===== config.mk =====
export PLATFORM = sky130hd
export DESIGN_NAME = lfh_ctrl
export DESIGN_NICKNAME = d
export VERILOG_FILES = /design/src/rtl/core/lfh_pkg.sv /design/src/rtl/core/lfh_ctrl.sv
export SDC_FILE = /design/constraint.sdc
export NUM_CORES = 1
export LEC_CHECK = 0
export ABC_AREA = 1
export BUFFER_PORTS_ARGS = -buffer_cell sky130_fd_sc_hd__buf_2
export CORE_AREA = 2 2 39 41
export CTS_BUF_LIST = sky130_fd_sc_hd__clkbuf_8 sky130_fd_sc_hd__clkbuf_16
export CTS_CLUSTER_SIZE = 20
export DETAILED_ROUTE_END_ITERATION = 7
export DIE_AREA = 0 0 41 43
export PLACE_DENSITY = 0.79
export SYNTH_ARGS = -nofsm -noshare
export SYNTH_HDL_FRONTEND = slang
export SYNTH_SLANG_ARGS = --single-unit

===== constraint.sdc =====
create_clock -name clk -period 1.4 [get_ports clk]
set_clock_uncertainty 0.1 [all_clocks]
set_input_delay 0.21 -clock clk [delete_from_list [all_inputs] [get_ports clk]]
set_output_delay 0.21 -clock clk [all_outputs]
set_load 0.01 [all_outputs]

===== src/rtl/core/lfh_pkg.sv =====
// lfh_pkg: shared types and constants of the led fire heat grid renderer
// no dependencies; imported by lfh_dp, lfh_ctrl and the top level
`default_nettype none

package lfh_pkg;

  typedef struct packed {
    logic [1:0]  mode;
    logic [3:0]  column;
    logic [2:0]  heat_row;
    logic [31:0] random_word;
    logic [7:0]  blend_phase;
  } lfh_in_t;

  typedef struct packed {
    logic [7:0] led_index;
    logic [7:0] red;
    logic [7:0] green;
    logic [7:0] blue;
  } lfh_out_t;

  typedef struct packed {
    logic [7:0] spark_low;
    logic [7:0] spark_high;
    logic [7:0] cooling_gain;
    logic [7:0] bottom_hue;
  } lfh_cfg_t;

  // item modes
  localparam logic [1:0] MODE_SPARK  = 2'd0;
  localparam logic [1:0] MODE_SHIFT  = 2'd1;
  localparam logic [1:0] MODE_RENDER = 2'd2;
  localparam logic [1:0] MODE_UNUSED = 2'd3;

  // decoded item kind
  localparam logic [1:0] KIND_NONE   = 2'd0;
  localparam logic [1:0] KIND_SPARK  = 2'd1;
  localparam logic [1:0] KIND_SHIFT  = 2'd2;
  localparam logic [1:0] KIND_RENDER = 2'd3;

  // register indexes
  localparam logic [1:0] REG_SPARK_LOW    = 2'd0;
  localparam logic [1:0] REG_SPARK_HIGH   = 2'd1;
  localparam logic [1:0] REG_COOLING_GAIN = 2'd2;
  localparam logic [1:0] REG_BOTTOM_HUE   = 2'd3;

  localparam logic [7:0] RST_SPARK_LOW    = 8'd64;
  localparam logic [7:0] RST_SPARK_HIGH   = 8'd255;
  localparam logic [7:0] RST_COOLING_GAIN = 8'd64;
  localparam logic [7:0] RST_BOTTOM_HUE   = 8'd25;

  localparam logic [31:0] COOL_K     = 32'd12800; // 256 * 50
  localparam int          CHAIN_BASE = 32;

  typedef struct packed {
    logic load;
    logic spk_go;
    logic spk_wr;
    logic sh_head;
    logic sh_wr;
    logic rd_a;
    logic rd_b;
    logic cap_b;
    logic mix;
    logic cool;
    logic vdiv_go;
    logic hdiv_go;
    logic hsv1;
    logic hsv2;
    logic emit;
  } lfh_cmd_t;

  typedef struct packed {
    logic [1:0] kind;
    logic       div_done;
    logic       sweep_last;
    logic       out_free;
  } lfh_sts_t;

endpackage

`default_nettype wire


===== src/rtl/core/lfh_ctrl.sv =====
// lfh_ctrl: state machine sequencing spark, shift and render items
// depends on lfh_pkg; issues lfh_cmd_t to lfh_dp and reads lfh_sts_t back
`default_nettype none

module lfh_ctrl
  import lfh_pkg::*;
(
  input  wire logic     clk,
  input  wire logic     rst_n,
  input  wire logic     in_valid,
  output logic          in_ready,
  input  wire lfh_sts_t sts,
  output lfh_cmd_t      cmd
);

  localparam logic [4:0] S_IDLE    = 5'd0;
  localparam logic [4:0] S_SPK_GO  = 5'd1;
  localparam logic [4:0] S_SPK_W   = 5'd2;
  localparam logic [4:0] S_SH_HEAD = 5'd3;
  localparam logic [4:0] S_SH_WR   = 5'd4;
  localparam logic [4:0] S_RD_A    = 5'd5;
  localparam logic [4:0] S_RD_B    = 5'd6;
  localparam logic [4:0] S_RD_C    = 5'd7;
  localparam logic [4:0] S_MIX     = 5'd8;
  localparam logic [4:0] S_COOL    = 5'd9;
  localparam logic [4:0] S_VDIV    = 5'd10;
  localparam logic [4:0] S_HDIV    = 5'd12;
  localparam logic [4:0] S_HSV1    = 5'd14;
  localparam logic [4:0] S_HSV2    = 5'd15;
  localparam logic [4:0] S_EMIT    = 5'd16;

  logic [4:0] state_r, state_nxt;

  always_comb begin
    state_nxt = state_r;
    cmd       = '0;
    in_ready  = state_r == S_IDLE;
    case (state_r)
      S_IDLE: begin
        if (in_valid) begin
          cmd.load = 1'b1;
          case (sts.kind)
            KIND_SPARK:  state_nxt = S_SPK_GO;
            KIND_SHIFT:  state_nxt = S_SH_HEAD;
            KIND_RENDER: state_nxt = S_RD_A;
            default:     state_nxt = S_IDLE;
          endcase
        end
      end
      S_SPK_GO: begin
        cmd.spk_go = 1'b1;
        state_nxt  = S_SPK_W;
      end
      S_SPK_W: begin
        if (sts.div_done) begin
          cmd.spk_wr = 1'b1;
          state_nxt  = S_IDLE;
        end
      end
      S_SH_HEAD: begin
        cmd.sh_head = 1'b1;
        state_nxt   = S_SH_WR;
      end
      S_SH_WR: begin
        cmd.sh_wr = 1'b1;
        if (sts.sweep_last) state_nxt = S_IDLE;
      end
      S_RD_A: begin
        cmd.rd_a  = 1'b1;
        state_nxt = S_RD_B;
      end
      S_RD_B: begin
        cmd.rd_b  = 1'b1;
        state_nxt = S_RD_C;
      end
      S_RD_C: begin
        cmd.cap_b = 1'b1;
        state_nxt = S_MIX;
      end
      S_MIX: begin
        cmd.mix   = 1'b1;
        state_nxt = S_COOL;
      end
      S_COOL: begin
        cmd.cool  = 1'b1;
        state_nxt = S_VDIV;
      end
      S_VDIV: begin
        cmd.vdiv_go = 1'b1;
        state_nxt   = S_HDIV;
      end
      S_HDIV: begin
        cmd.hdiv_go = 1'b1;
        state_nxt   = S_HSV1;
      end
      S_HSV1: begin
        cmd.hsv1  = 1'b1;
        state_nxt = S_HSV2;
      end
      S_HSV2: begin
        cmd.hsv2  = 1'b1;
        state_nxt = S_EMIT;
      end
      S_EMIT: begin
        // hold until the output register can take the beat
        if (sts.out_free) begin
          cmd.emit  = 1'b1;
          state_nxt = S_IDLE;
        end
      end
      default: state_nxt = S_IDLE;
    endcase
  end

  always_ff @(posedge clk) begin
    if (!rst_n) begin
      state_r <= S_IDLE;
    end else begin
      state_r <= state_nxt;
    end
  end

endmodule

`default_nettype wire


# == Word level (Yosys, flattened, before mapping) ==
# Cells that the tools add are included.
# totals
inputBits,8
wordCells,48
out_inout_bits,16
register_bits,5
# op_classes
eq_ne,21
muxes,24
reduce_logical,2
# ops
cell,count
case mux 5 bit (15 select lines),1
"== test 5 x 4 -> 1 bit, second input constant",6
"== test 5 x 3 -> 1 bit, second input constant",4
2-to-1 mux 5 bit,4
2-to-1 mux 1 bit,18
"== test 5 x 2 -> 1 bit, second input constant",2
case mux 3 bit (3 select lines),1
"inequality test 2 bit, second input constant",4
"== test 5 x 1 -> 1 bit, second input constant",1
"== test 5 bit, second input constant",1
logical NOT 5 bit,1
"== test 2 bit, second input constant",2
AND reduction 4 bit,1
"== test 2 x 1 -> 1 bit, second input constant",1

# == Logic depth before layout (Yosys ltp) ==
# Gate-level depths: netlist of run 1.
# logic_depth
word_depth,4
ltp_mapped,8
ltp_nobuf,8

# == Worst setup path after synthesis of run 1 ==
# Ideal clock, no wire load.
# synth_path
path_kind,reg2out
startpoint,reg state_r[1]
endpoint,out cmd[0] in the netlist's numbering
setup_slack_ps,45
t_arrival_ps,1045
path_stages_with_launch,4
n_path_buf,0
required_ps,1090
path_cell_list,dfxtp_1 -> nor2_2 -> inv_1 -> nor4_1
# synth_rtl
element,line_no,rtl
start: declaration,lfh_ctrl.sv:32,"logic [4:0] state_r, state_nxt;"
start signal: assignment,lfh_ctrl.sv:119,state_r <= state_nxt;
end: declaration,lfh_ctrl.sv:13,output lfh_cmd_t cmd

==> results by group, run 1 <==
Global routing
  • First-pass GRT wire length: between 2000 and 3000 um
  • Largest net degree at the start of global routing: 10
  • Vias in the first global route: 727
  • Antenna violations before repair: 0
  • Gr usage total: 0.246
  • Congestion Overflow GR: 0

Floorplan
  • Row Count: 14
  • Die area: 1760 sq um
  • Die Ht: 43 um
  • Core ar.: between 1000 and 1500 sq um
  • Die W: a little over 40 um
  • Initial Utilization: 0.383
  • Io pins: 24

Pwr
  • Cell Pwr Density: 1050 nW/um^2
  • Sw Ratio: 0.409
  • Peak VDD IR: 0.675 mV
  • P_leak: 0.000536 uW
  • Clock power frac: 0.258
  • Comb power frac: 0.538
  • Cell Int Power: between 600 and 700 uW
  • Seq pwr share: 0.204
  • Switch Pwr: around 420 uW

Cells and area
  • Diode count: 0
  • Final Cell Area: just under 1000 sq um
  • Largest register FFs: 5
  • Reg with most FFs: state_r
  • Area Growth Syn to Fin: 83.7%
  • Top flop regs: state_r: 5 flops
  • Commonest non-fill, non-tap cell in the layout: buf_2
  • # fillers: 109
  • Most frequent cells in the layout: buf_2, buf_4, nand2_1
  • Layout cells sized above 1: 0.650
  • Post-layout nets: 146

Timing
  • Achievable frequency: 658 MHz
  • Tmin final: between 1.5 and 2 ns
  • Crit share post-route: 1.09
  • Worst setup margin: -0.120 ns
  • RSZ-0062 raised after global routing: true
  • Final hold vios: 0
  • Slew Viols, Final: 0
  • Slew headroom: 0.850
  • Least-Margin Pin Slew: roughly 0.22 ns
  • Final setup viols: 18

Drt
  • Vias: 772
  • Starting DRC count in detailed routing: 30
  • Number of remaining DRC errors: 0
  • First-pass DRT Iterations: 4
  • Routed Antenna Nets: 0
  • Total Wirelength: between 1500 and 2000 um
  • WL/cell: 13.1 um
  • DR vias/cell: 5.05

Logic synthesis
  • Post-synthesis compound-gate area fraction: 0.0849
  • Simple-gate share of the synthesized area: 0.566
  • Avg Inst Size Synth: a little under 6 sq um
  • Post-Synthesis Cells: 91
  • Post-synth cell types: 20
  • Post-synthesis sequential area ratio: 0.189
  • Syn Std Cell Area: 531 sq um
  • Adder-cell area share of the yosys netlist: 0
  • Post-synthesis mux area share: 0
  • Top-area cell type share of the netlist area: 0.189
  • Largest family of logic cells by synthesized area: simple AND/OR/NAND/NOR gates
  • Synth warnings: 0
  • Flops & latches, synth: 5
  • Post-Syn Nets: 99
  • Largest area contributor in the netlist: dfxtp_1
  • Synth top area cells: dfxtp_1, inv_1, nand2_1, nor2_1, nor2_2
  • XOR/XNOR share of the synthesized area: 0

Placement
  • Pre-CTS setup slack: between 0.03 and 0.04 ns
  • Port Buffer Count: 23
  • GPL Wtd Cong: 0.859
  • DP HPWL: 1200 um
  • Placed Area: 681 sq um

Setup path
  • Worst Path Required: 1.09 ns
  • Startpoint Class: register
  • CP Data Arrival Time: 1.21 ns
  • CP delay by family, top: flip-flops
  • Worst-case reg-to-reg path depth: 9
  • Reg2reg end: state_r[1]
  • Crit Path Max Fanout: 5
  • RR Startpoint: state_r[0]
  • CP max-delay cell: dfxtp_4
  • CP bufs+invs: 3
  • Crit path capture type: output port
  • CP Class: register to output port
  • R2R setup slack: -0.04 ns
  • Largest stage delay, worst path: between 0.3 and 0.4 ns
  • Cells along the critical path: inv_2 -> nor2_1 -> nand3_2 -> inv_1 -> buf_2

CTS
  • Clk pin slew, worst setup/hold paths: 0.04 ns
  • CTS tree: done
  • Clk_lat worst skew: 0.22 ns
  • Clock Sinks: 5
  • CTS Buf Count: 3
  • Clock buffer depth: 2
  • Hold buffer count at CTS: 0
  • Root Buffer: clkbuf_8
  • Htree depth: 1

Outcome
  • Failing checks: negative setup slack
  • Outcome: complete, but fails checks

Min path
  • Hold EP: state_r[0]
  • Hold Crit Class: input pin to register
  • Hold Crit Depth: 3
  • Min-delay src: rst_n

Flow run
  • Maxcap violations: 0
layout make-up:
cell class | instances | area [sq um] | share of cell area
Tap cell | 16 | 20.0 | 0.0205
Sequential cell | 5 | 119 | 0.122
Inverter | 22 | 85.1 | 0.0873
Timing Repair Buffer | 42 | 288 | 0.295
Multi-Input combinational cell | 64 | 418 | 0.429
Clock inverter | 1 | 3.75 | 0.00385
Clock buffer | 3 | 41.3 | 0.0424
power groups by stage:
stage	Clock [uW]	Sequential [uW]	Combinational [uW]
finish	264	209	551
global route	274	210	596
CTS	262	201	459
detailed placement	0	194	341
global placement	0	192	335
floorplan	0	186	240
through the flow:
| stage | utilization | instances | hold slack [ns] | power (uW) | TNS [ns] |
|---|---|---|---|---|---|
| 6_report | 0.704 | 153 | 0.193 | 1020 | -0.959 |
| 5_1_grt | 0.704 | 153 | 0.209 | 1080 | -1.80 |
| 4_1_cts | 0.643 | 149 | 0.188 | 922 | -0.464 |
| 3_5_place_dp | 0.492 | 132 | 0.417 | 535 | 0 |
| 3_3_place_gp | 0.492 | 132 | 0.403 | 527 | 0 |
| 2_1_floorplan | - | 91 | 0.292 | 426 | 0 |
tightest hold or removal path, stage by stage:
cell    delay, ns
buf_2        0.07
inv_1        0.09
nor2_1       0.11
synthesized netlist by cell type (all sizes together):
master   n
o21ai    1
nor4     1
dfxtp    5
nor2    25
nor3     3
a31oi    1
o211ai   2
nand2   17
nand3    7
inv     22
nand4    4
a21oi    3
per-layer routing:
layer / global-route usage / up-vias / wire length (um)
met5: 0 / - / 0
met1: 0.286 / 356 / 774
met2: 0.413 / 39 / 1030
met3: 0.0681 / 4 / 164
met4: 0.0733 / 0 / 26
li1: - / 373 / -
logic make-up after synthesis:
logic type      Yosys count
flops                     5
compound gates            7
buf+inv                  22
simple gates             57
what timing repair did:
| action | CTS | global route |
|---|---|---|
| setup endpoints to repair | 16 | 18 |
| resized for setup | 26 | 13 |
| endpoints found under the hold margin | 0 | 0 |
| buffers inserted | 13 | 4 |
| pin swaps | 7 | 9 |
how the worst max path moves through the flow:
stage	startpoint	end	depth (start not counted)	slack, ns
floorplan	state_r[1]	cmd[0]	3	0.05
global placement	state_r[4]	cmd[0]	3	0.05
detailed placement	state_r[2]	cmd[13]	4	0.04
CTS	state_r[3]	cmd[10]	5	-0.06
global route	state_r[0]	cmd[0]	4	-0.16
finish	state_r[0]	cmd[9]	5	-0.12
Power figures use the tool's default switching activity.
==> run 2: changes to the inputs <==
--- a/config.mk
+++ b/config.mk
@@ -8,7 +8,7 @@
 export ABC_AREA = 1
 export BUFFER_PORTS_ARGS = -buffer_cell sky130_fd_sc_hd__buf_2
 export CORE_AREA = 2 2 39 41
-export CTS_BUF_LIST = sky130_fd_sc_hd__clkbuf_8 sky130_fd_sc_hd__clkbuf_16
+export CTS_BUF_LIST = sky130_fd_sc_hd__clkbuf_16
 export CTS_CLUSTER_SIZE = 20
 export DETAILED_ROUTE_END_ITERATION = 7
 export DIE_AREA = 0 0 41 43
==> run 2 against run 1 <==
The flow still finishes with violations (negative setup slack); clock-buffer cell count unchanged; critical path type unchanged; critical path depth down 1; cell count up 0.65%; non-clock buffer count up 1; critical endpoint is now cmd[0]; power up 22%; cell area up 5.4%; first-iteration DRC count down 17%.
==> results by group, run 2 (synthesis gave the netlist of run 1 again) <==
Outcome
  • Outcome: complete, but fails checks
  • Failing checks: negative setup slack

CTS
  • CTS tree: done
  • Clock buffer depth: 2
  • Htree depth: 1
  • Clk pin slew, worst setup/hold paths: 0.04 ns
  • Root Buffer: clkbuf_16
  • Clock Sinks: 5
  • Hold buffer count at CTS: 0
  • Clk_lat worst skew: 0.23 ns
  • CTS Buf Count: 3

Global routing
  • Antenna violations before repair: 0
  • Gr usage total: 0.245
  • First-pass GRT wire length: between 2000 and 3000 um
  • Largest net degree at the start of global routing: 10
  • Congestion Overflow GR: 0
  • Vias in the first global route: around 690

Drt
  • DR vias/cell: 5.03
  • Total Wirelength: 2060 um
  • Number of remaining DRC errors: 0
  • First-pass DRT Iterations: 4
  • WL/cell: 13.4 um
  • Routed Antenna Nets: 0
  • Vias: between 700 and 800
  • Starting DRC count in detailed routing: 25

Timing
  • Least-Margin Pin Slew: 0.233 ns
  • Final hold vios: 0
  • Slew Viols, Final: 0
  • Tmin final: 1.51 ns
  • Worst setup margin: -0.112 ns
  • Crit share post-route: 1.08
  • Final setup viols: 16
  • Achievable frequency: 661 MHz
  • Slew headroom: 0.844
  • RSZ-0062 raised after global routing: true

Cells and area
  • Most frequent cells in the layout: buf_2, buf_4, nand2_1
  • Area Growth Syn to Fin: 93.6%
  • Top flop regs: state_r: 5 flops
  • Layout cells sized above 1: 0.638
  • Largest register FFs: 5
  • Multi-input logic area: 422 sq um
  • Diode count: 0
  • Commonest non-fill, non-tap cell in the layout: buf_2
  • # fillers: 102
  • Reg with most FFs: state_r
  • Reg area: between 100 and 150 sq um
  • Post-layout nets: 147

Placement
  • DP HPWL: 1200 um
  • Pre-CTS setup slack: 0.0361 ns
  • GPL Wtd Cong: 0.859
  • Port Buffer Count: 23

Setup path
  • Crit Path Max Fanout: 4
  • CP Data Arrival Time: 1.20 ns
  • Worst-case reg-to-reg path depth: 9
  • R2R setup slack: -0.04 ns
  • CP Class: register to output port
  • RR Startpoint: state_r[0]
  • Crit path capture type: output port
  • Startpoint Class: register
  • Reg2reg end: state_r[1]
  • Worst Path Required: 1.09 ns

Floorplan
  • Io pins: 24
  • Core ar.: 1380 sq um
  • Die area: roughly 1800 sq um
  • Die W: ~40 um
  • Initial Utilization: 0.383
  • Row Count: 14
  • Die Ht: around 43 um

Flow run
  • Maxcap violations: 0

Pwr
  • Cell Pwr Density: approximately 1200 nW/um^2
  • P_leak: 0.000562 uW
  • Pwr Total: 1250 uW
  • Peak VDD IR: approximately 1.2 mV

Min path
  • Hold Crit Class: input pin to register
  • Hold EP: state_r[0]
  • Min-delay src: rst_n
  • Hold Crit Depth: 3
## run 2: cell types whose count changed in the layout (fill, tap and decap cells not counted), sizes merged
| cell | before | now |
|---|---|---|
| buf | 42 | 43 |
## run 2: critical path: stages, from the launching register on
cell and delay [ns]:
dfxtp_4 0.36, nor2_4 0.13, inv_2 0.07, nor4_2 0.22
buf_2 0.18
## run 2: cell type report
| cell class | instances | share of cell area |
|---|---|---|
| clock buffer | 3 | 0.0731 |
| inverter | 22 | 0.0901 |
| tap | 16 | 0.0195 |
| sequential | 5 | 0.116 |
| clock inverter | 1 | 0.00365 |
| timing repair buffer | 43 | 0.287 |
| multi-input combinational | 64 | 0.410 |
## run 2: metrics by stage
stage | instances | hold slack, ns | util | TNS [ns] | cell area (sq um)
final | 154 | 0.181 | 0.742 | -1.09 | 1030
after global routing | 154 | 0.194 | 0.742 | -1.95 | 1030
after global placement | 132 | 0.403 | 0.492 | 0 | 681
after floorplan | 91 | 0.292 | - | 0 | 531
after detailed placement | 132 | 0.417 | 0.492 | 0 | 681
after CTS | 149 | 0.184 | 0.667 | -0.513 | 923
## run 2: metal layers
layer	wire length, um	global-route usage
met1	857	0.296
met2	1040	0.406
met3	126	0.0785
met4	42	0.0467
met5	0	0
## run 2: report_power, final
group          leakage (uW)  total, uW  switching, uW  internal [uW]
sequential        0.0000444        205           40.7            164
combinational      0.000475        575            304            271
clock             0.0000423        469           98.5            370
## run 2: worst max-delay path by stage
stage	from	endpoint	slack (ns)	depth (start not counted)
after global placement	state_r[4]	cmd[0]	0.05	3
after floorplan	state_r[1]	cmd[0]	0.05	3
after detailed placement	state_r[2]	cmd[13]	0.04	4
after CTS	state_r[3]	cmd[10]	-0.07	5
final	state_r[0]	cmd[0]	-0.11	4
after global routing	state_r[0]	cmd[0]	-0.16	4
## run 2: timing repair
item,CTS,global route
resized for setup,26,15
buffers inserted,13,5
pin swaps,7,10
hold endpoints to repair,0,0
endpoints found under the setup margin,16,18
